## src/rtl/mhpq_pkg.sv

```systemverilog
// Shared constants, command and status types for the min-heap priority queue.
`default_nettype none

package mhpq_pkg;

   // Key and result field widths, and the default capacity
   localparam int KEY_W            = 32;
   localparam int STATUS_W         = 2;
   localparam int HELD_W           = 8;
   localparam int CAPACITY_DEFAULT = 128;

   // Request kinds
   localparam logic KIND_INSERT = 1'b0;
   localparam logic KIND_REMOVE = 1'b1;

   // Result status codes
   localparam logic [STATUS_W-1:0] ST_DONE  = 2'd0;
   localparam logic [STATUS_W-1:0] ST_EMPTY = 2'd1;
   localparam logic [STATUS_W-1:0] ST_FULL  = 2'd2;

   // Datapath operation codes
   localparam logic [3:0] OP_NONE      = 4'd0;
   localparam logic [3:0] OP_INS_ROOT  = 4'd1;
   localparam logic [3:0] OP_INS_BEGIN = 4'd2;
   localparam logic [3:0] OP_UP_MOVE   = 4'd3;
   localparam logic [3:0] OP_PUT_V     = 4'd4;
   localparam logic [3:0] OP_RM_BEGIN  = 4'd5;
   localparam logic [3:0] OP_RM_ROOT   = 4'd6;
   localparam logic [3:0] OP_RM_LAST   = 4'd7;
   localparam logic [3:0] OP_DN_LEFT   = 4'd8;
   localparam logic [3:0] OP_DN_MOVE   = 4'd9;
   localparam logic [3:0] OP_RESULT    = 4'd10;

   // Controller to datapath
   typedef struct packed {
      logic [3:0]          op;
      logic                pick;   // right child key is present in the read register
      logic [STATUS_W-1:0] code;   // status code for the result word
   } cmd_type;

   // Datapath to controller
   typedef struct packed {
      logic cnt_zero;
      logic cnt_full;
      logic up_less;      // sifting key below its parent
      logic up_top;       // parent of the current position is the root
      logic c_le_n;       // left child exists
      logic c_lt_n;       // right child exists
      logic child_less;   // chosen child below the sifting key
      logic next_c_le_n;  // chosen child has a child of its own
      logic rsp_busy;     // result register full and not taken this cycle
   } stat_type;

endpackage

`default_nettype wire

```

## src/rtl/mhpq_ctrl.sv

```systemverilog
// Sequencing state machine for the min-heap priority queue.
`default_nettype none

module mhpq_ctrl
   import mhpq_pkg::*;
(
   input  wire logic     clock,
   input  wire logic     reset,
   input  wire logic     req_valid,
   input  wire logic     req_kind,
   output logic          req_ready,
   input  wire stat_type stat,
   output cmd_type       cmd
);

   localparam logic [2:0] S_IDLE    = 3'd0;
   localparam logic [2:0] S_UP      = 3'd1;
   localparam logic [2:0] S_PUT     = 3'd2;
   localparam logic [2:0] S_RM_ROOT = 3'd3;
   localparam logic [2:0] S_RM_LAST = 3'd4;
   localparam logic [2:0] S_DN_L    = 3'd5;
   localparam logic [2:0] S_DN_R    = 3'd6;
   localparam logic [2:0] S_FINISH  = 3'd7;

   logic [2:0]          state_ff, state_in;
   logic [STATUS_W-1:0] code_ff, code_in;

   // Decide the next state and this cycle's datapath operation
   always_comb begin
      state_in  = state_ff;
      code_in   = code_ff;
      cmd.op    = OP_NONE;
      cmd.pick  = (state_ff == S_DN_R);
      cmd.code  = code_ff;
      req_ready = (state_ff == S_IDLE) && !reset;
      unique case (state_ff)
         S_IDLE: begin
            if (req_valid && req_ready) begin
               code_in = ST_DONE;
               if (req_kind == KIND_INSERT) begin
                  if (stat.cnt_full) begin
                     code_in  = ST_FULL;
                     state_in = S_FINISH;
                  end else if (stat.cnt_zero) begin
                     cmd.op   = OP_INS_ROOT;
                     state_in = S_FINISH;
                  end else begin
                     cmd.op   = OP_INS_BEGIN;
                     state_in = S_UP;
                  end
               end else begin
                  if (stat.cnt_zero) begin
                     code_in  = ST_EMPTY;
                     state_in = S_FINISH;
                  end else begin
                     cmd.op   = OP_RM_BEGIN;
                     state_in = S_RM_ROOT;
                  end
               end
            end
         end
         S_UP: begin
            if (stat.up_less) begin
               cmd.op   = OP_UP_MOVE;
               state_in = stat.up_top ? S_PUT : S_UP;
            end else begin
               cmd.op   = OP_PUT_V;
               state_in = S_FINISH;
            end
         end
         S_PUT: begin
            cmd.op   = OP_PUT_V;
            state_in = S_FINISH;
         end
         S_RM_ROOT: begin
            cmd.op   = OP_RM_ROOT;
            state_in = S_RM_LAST;
         end
         S_RM_LAST: begin
            cmd.op = OP_RM_LAST;
            if (stat.cnt_zero) begin
               state_in = S_FINISH;
            end else if (!stat.c_le_n) begin
               state_in = S_PUT;
            end else begin
               state_in = S_DN_L;
            end
         end
         S_DN_L: begin
            if (stat.c_lt_n) begin
               cmd.op   = OP_DN_LEFT;
               state_in = S_DN_R;
            end else if (stat.child_less) begin
               cmd.op   = OP_DN_MOVE;
               state_in = stat.next_c_le_n ? S_DN_L : S_PUT;
            end else begin
               cmd.op   = OP_PUT_V;
               state_in = S_FINISH;
            end
         end
         S_DN_R: begin
            if (stat.child_less) begin
               cmd.op   = OP_DN_MOVE;
               state_in = stat.next_c_le_n ? S_DN_L : S_PUT;
            end else begin
               cmd.op   = OP_PUT_V;
               state_in = S_FINISH;
            end
         end
         S_FINISH: begin
            if (!stat.rsp_busy) begin
               cmd.op   = OP_RESULT;
               state_in = S_IDLE;
            end
         end
         default: begin
            state_in = S_IDLE;
         end
      endcase
   end

   // Hold state and pending status code
   always_ff @(posedge clock) begin
      if (reset) begin
         state_ff <= S_IDLE;
         code_ff  <= ST_DONE;
      end else begin
         state_ff <= state_in;
         code_ff  <= code_in;
      end
   end

endmodule

`default_nettype wire

```

## config.mk

```make
export PLATFORM = sky130hd
export DESIGN_NAME = mhpq_ctrl
export DESIGN_NICKNAME = d
export VERILOG_FILES = /design/src/rtl/mhpq_pkg.sv /design/src/rtl/mhpq_ctrl.sv
export SDC_FILE = /design/constraint.sdc
export NUM_CORES = 1
export LEC_CHECK = 0
export ABC_AREA = 1
export BUFFER_PORTS_ARGS = -buffer_cell sky130_fd_sc_hd__buf_2
export CORE_AREA = 2 2 39 41
export CTS_BUF_LIST = sky130_fd_sc_hd__clkbuf_4
export CTS_CLUSTER_SIZE = 20
export DETAILED_ROUTE_END_ITERATION = 12
export DIE_AREA = 0 0 41 43
export PLACE_DENSITY_LB_ADDON = 0.1
export SETUP_SLACK_MARGIN = 0.2
export SLEW_MARGIN = 5
export SYNTH_ARGS = -nofsm -noshare
export SYNTH_HDL_FRONTEND = slang
export SYNTH_SLANG_ARGS = --single-unit
```

## constraint.sdc

```tcl
create_clock -name clock -period 1.86 [get_ports clock]
set_input_delay 0 -clock clock [delete_from_list [all_inputs] [get_ports clock]]
set_output_delay 0 -clock clock [all_outputs]
set_load 0.005 [all_outputs]
```

Word level (Yosys, flattened, before mapping)
Cells that the tools add are included.
Widths: inputs -> output; s select.
Word-level totals
  bits in registers: 5
  input port bits: 13
  word-level logic and storage cells: 44
Operators by class
  eq/ne operators: 9
  muxes and demuxes: 27
  reduce and logical (&&, ||, !) cells: 6
Operators with widths (count)
  $mux 3: 14
  $pmux 4 s8: 1
  $pmux 3 s8: 1
  $mux 4: 5
  $eq 3x3->1 const B: 4
  $mux 2: 5
  $eq 3x2->1 const B: 2
  $reduce_and 2->1: 2
  $eq 3x1->1 const B: 1
  $logic_not 3->1: 1
  $logic_and 1x1->1: 2
  $ne 2x1->1 const B: 1
  $ne 2x2->1 const B: 1
  $logic_not 1->1: 1
  $mux 1: 1

Depth between registers and ports, before layout
  word-level depth: 5
  gate-level depth with buffers: 9

Worst setup path before layout
No wires, ideal clock.
  path kind: register to register
  start: register state_ff[2]
  end: register code_ff[0]
  library setup time: 114 ps
  arrival time: 953 ps
  data required time: 1746 ps
  path slack: 794 ps
  stages on the path, launching flop included: 8
  buffers on the path: 1
  cell sequence: dfxtp_1 buf_2 inv_2 nand2_2 nor2_4 nand2_2 a21oi_1 nor2_1
On the way
  word-level cells in the longest chain between the ends: 4
RTL lines
  start, declared: RTL line mhpq_ctrl.sv:25  | logic [2:0] state_ff, state_in;
  start signal, assigned: RTL line mhpq_ctrl.sv:128  | state_ff <= state_in;
  $logic_not 3->1: RTL line mhpq_ctrl.sv:35  | req_ready = (state_ff == S_IDLE) && !reset;
  $logic_and 1x1->1: RTL line mhpq_ctrl.sv:35
  named net req_ready: RTL line mhpq_ctrl.sv:11  | output logic req_ready,
  $logic_and 1x1->1: RTL line mhpq_ctrl.sv:38  | if (req_valid && req_ready) begin
  $reduce_and 2->1 (no line)
  end signal, assigned: RTL line mhpq_ctrl.sv:129  | code_ff <= code_in;
  end, declared: RTL line mhpq_ctrl.sv:26  | logic [STATUS_W-1:0] code_ff, code_in;
The timed path passes the listed nets, and every way through them passes these cells.
A chain may end at the register's enable or synchronous reset.

==> summary.txt <==
Status
  • Outcome: finished, final reports clean

Logic synthesis
  • Mapped cell area: 539 um2
  • Yosys cell types: 19
  • Yosys warning count: 0
  • Post-synth top cells: nand2_1, inv_1, nor2_1
  • Seq/Total Area, Yosys: 18.6%
  • Syn_area_per_cell: 5.24 um2
  • EDFF count, synth: 0
  • Yosys reg bits: 5
  • Most common cell in the synthesized netlist: nand2_1
  • Post-synth ARST share: 0%
  • Synth Instances: approximately 100
  • Top cells by area, synth: nand2_1, dfxtp_1, inv_1
  • Mapped Nets: 116
  • Ys flop type: dfxtp_1
  • Synth area leader: nand2_1
  • Top-area cell type share of the netlist area: between 20% and 30%

STA
  • Final setup violation count: 0
  • Max Slew Vio Count: 0
  • Final period util: approximately 78%
  • RSZ-0062 raised after global routing: no
  • Skew final: 5.25 ps
  • Period minus WS final: 1450 ps
  • Setup Total Neg Slack: 0 ps
  • F_max: 692 MHz
  • Hold Fails Final Rpt: 0
  • Worst rel slew slack: about four fifths
  • Slew @ Worst Pin: 292 ps

Routing
  • Routed vias: 686
  • Routed WL: 1.38 mm
  • Detailed Routing Iterations Pass 1: 4
  • Vias per Instance: 4.83
  • 1st-iter DRT viols: 25
  • WL per Instance: roughly 10 um
  • Remaining DRCs: 0
  • DRT antenna net count: 0

Worst setup path
  • Crit Path Max Fanout: 9
  • Worst Setup End Kind: output port
  • CP startpoint kind: flip-flop
  • CP top delay family: flip-flops
  • Worst path cell trace: inv_2 -> nand2_2 -> nor2_4 -> nand2_2 -> inv_2 -> nand3_1 -> nand4_1 -> buf_2
  • R2R depth: 6
  • Reg2Reg Launch Point: state_ff[2]
  • Worst EP required: approximately 1900 ps
  • CP max stage delay: 480 ps
  • Worst path buffer plus inverter count: 3
  • Critical path depth in cells: 8
  • FF-to-FF setup slack: 630 ps
  • R2r endpoint: state_ff[0]
  • CP max stage cell: dfxtp_1
  • WP data arrival: 1450 ps
  • Critical path type: reg2out

GRT
  • GRT Overall Usage: 18.7%
  • Vias in the first global route: around 570
  • First-pass GRT wire length: 2.30 mm
  • Initial antenna violation count: 0
  • Global route overflow: 0
  • Largest net degree at the start of global routing: 10

Floorplan
  • Die area: 1760 um2
  • Die Span X: 41 um
  • Initial Util: 39.0%
  • Die Ht: 43 um
  • Core Area: 1380 um2
  • Ports: 21
  • # rows: 14

Layout
  • Fillers: 147
  • Layout cells sized above 1: 26.2%
  • Fin nets: 140
  • Area grow syn2layout: 26.9%
  • Finished Cell Area: 684 um2
  • ANT cells: 0

Power
  • Max VDD drop: approximately 0.61 mV
  • Leakage: 0.413 nW
  • PwrDens: 1330 nW/um2

Placement
  • DP Wirelength: between 1 and 1.5 mm
  • I/O Buffers: 20
  • GPL Wtd Cong: 0.824
  • Placed inst area: 654 um2

Clocking
  • Clock tree buffer depth: 2
  • Clock transition at path regs: 50 ps
  • Post-CTS setup buffer count: 0
  • TritonCTS clock tree: done
  • Clock insertion delay at the later pin of the skew report: 240 ps
  • # hold bufs at CTS: 0
  • Cts bufs inserted: 3
  • Clock sinks: 5
  • H-tree depth: 1
  • Root buffer cell: clkbuf_4
  • Post-cts repair resize count: 0

Worst hold path
  • Hold worst-path end: state_ff[2]
  • Hold WC Path Type: in2reg
  • Hold_sp: reset
  • Hold Crit Depth: 2

Job
  • Number of max-cap violations: 0
==> cells by family after synthesis <==
kind of cell / count (synthesis) / share of synthesized area, %
flip-flops: 5 / 18.6
buffers and inverters: 21 / 14.8
AND/OR/NAND/NOR: 63 / 51.3
AO/OA/AOI/OAI: 14 / 15.3
==> report_power, final <==
group	switching, W	leakage (nW)	internal, W
Combinational	0.000344	0.354	0.000224
Sequential	0.0000635	0.0411	0.000140
Clock	0.0000412	0.0184	0.0000954
==> cell type report <==
| cell class | count | area (um2) | area share [%] |
|---|---|---|---|
| Multi-Input combinational cell | 77 | 359 | 52.5 |
| Timing Repair Buffer | 20 | 100 | 14.6 |
| Tap cell | 16 | 20.0 | 2.93 |
| Clock buffer | 4 | 30.0 | 4.39 |
| Inverter | 20 | 75.1 | 11.0 |
| Sequential cell | 5 | 100 | 14.6 |
==> stage by stage <==
stage / setup WS (ps) / total power (W) / hold WS, ps / std cells / utilization [%]
floorplan: 794 / 0.000607 / 22.5 / 103 / -
detailed placement: 639 / 0.000772 / 276 / 138 / 47.3
CTS: 411 / 0.000916 / 29.6 / 142 / 49.5
finish: 415 / 0.000908 / 29.0 / 142 / 49.5
global route: 248 / 0.00101 / 29.9 / 142 / 49.5
global placement: 610 / 0.000774 / 275 / 138 / 47.3
==> worst reg2reg max path, delay by kind of cell (launching register included) <==
| family | cells | cell delay (ps) |
|---|---|---|
| compound gates | 1 | 200 |
| flops | 1 | 480 |
| simple gates | 3 | 290 |
| buf+inv | 2 | 140 |
==> worst max-delay path by stage <==
stage | from | to | slack (ps)
floorplan | state_ff[2] | code_ff[0] | 790
finish | state_ff[2] | cmd[5] | 410
global placement | state_ff[0] | state_ff[2] | 610
detailed placement | state_ff[0] | state_ff[2] | 640
CTS | state_ff[1] | cmd[3] | 410
global route | state_ff[0] | cmd[3] | 250
==> layer usage <==
layer  vias up  global-route usage (%)  share of wire [%]
met1       289                    25.5                 45
li1        371                       -                  -
met2        26                    28.7                 48
met3         0                    4.71                6.5
met5         -                       0                  0
met4         0                    4.00                  0
==> sequential cells by signal, summed over array words and instances (netlist names) <==
signal,flops
code_ff,2
state_ff,3
==> placed cells by master, fill, tap and decap left out <==
master,n
nor2_1,15
a21oi_1,7
a21boi_0,1
buf_2,20
inv_1,17
nor3_1,2
dfxtp_1,5
nor2_2,1
nand3_1,6
nor2_4,2
o21ai_0,1
a21oi_2,1
o211ai_1,1
o21ai_1,2
o311ai_0,1
nand2_2,2
clkbuf_4,4
inv_2,3
nand2_1,32
nand4_1,3
(Power assumes the default switching activity.)
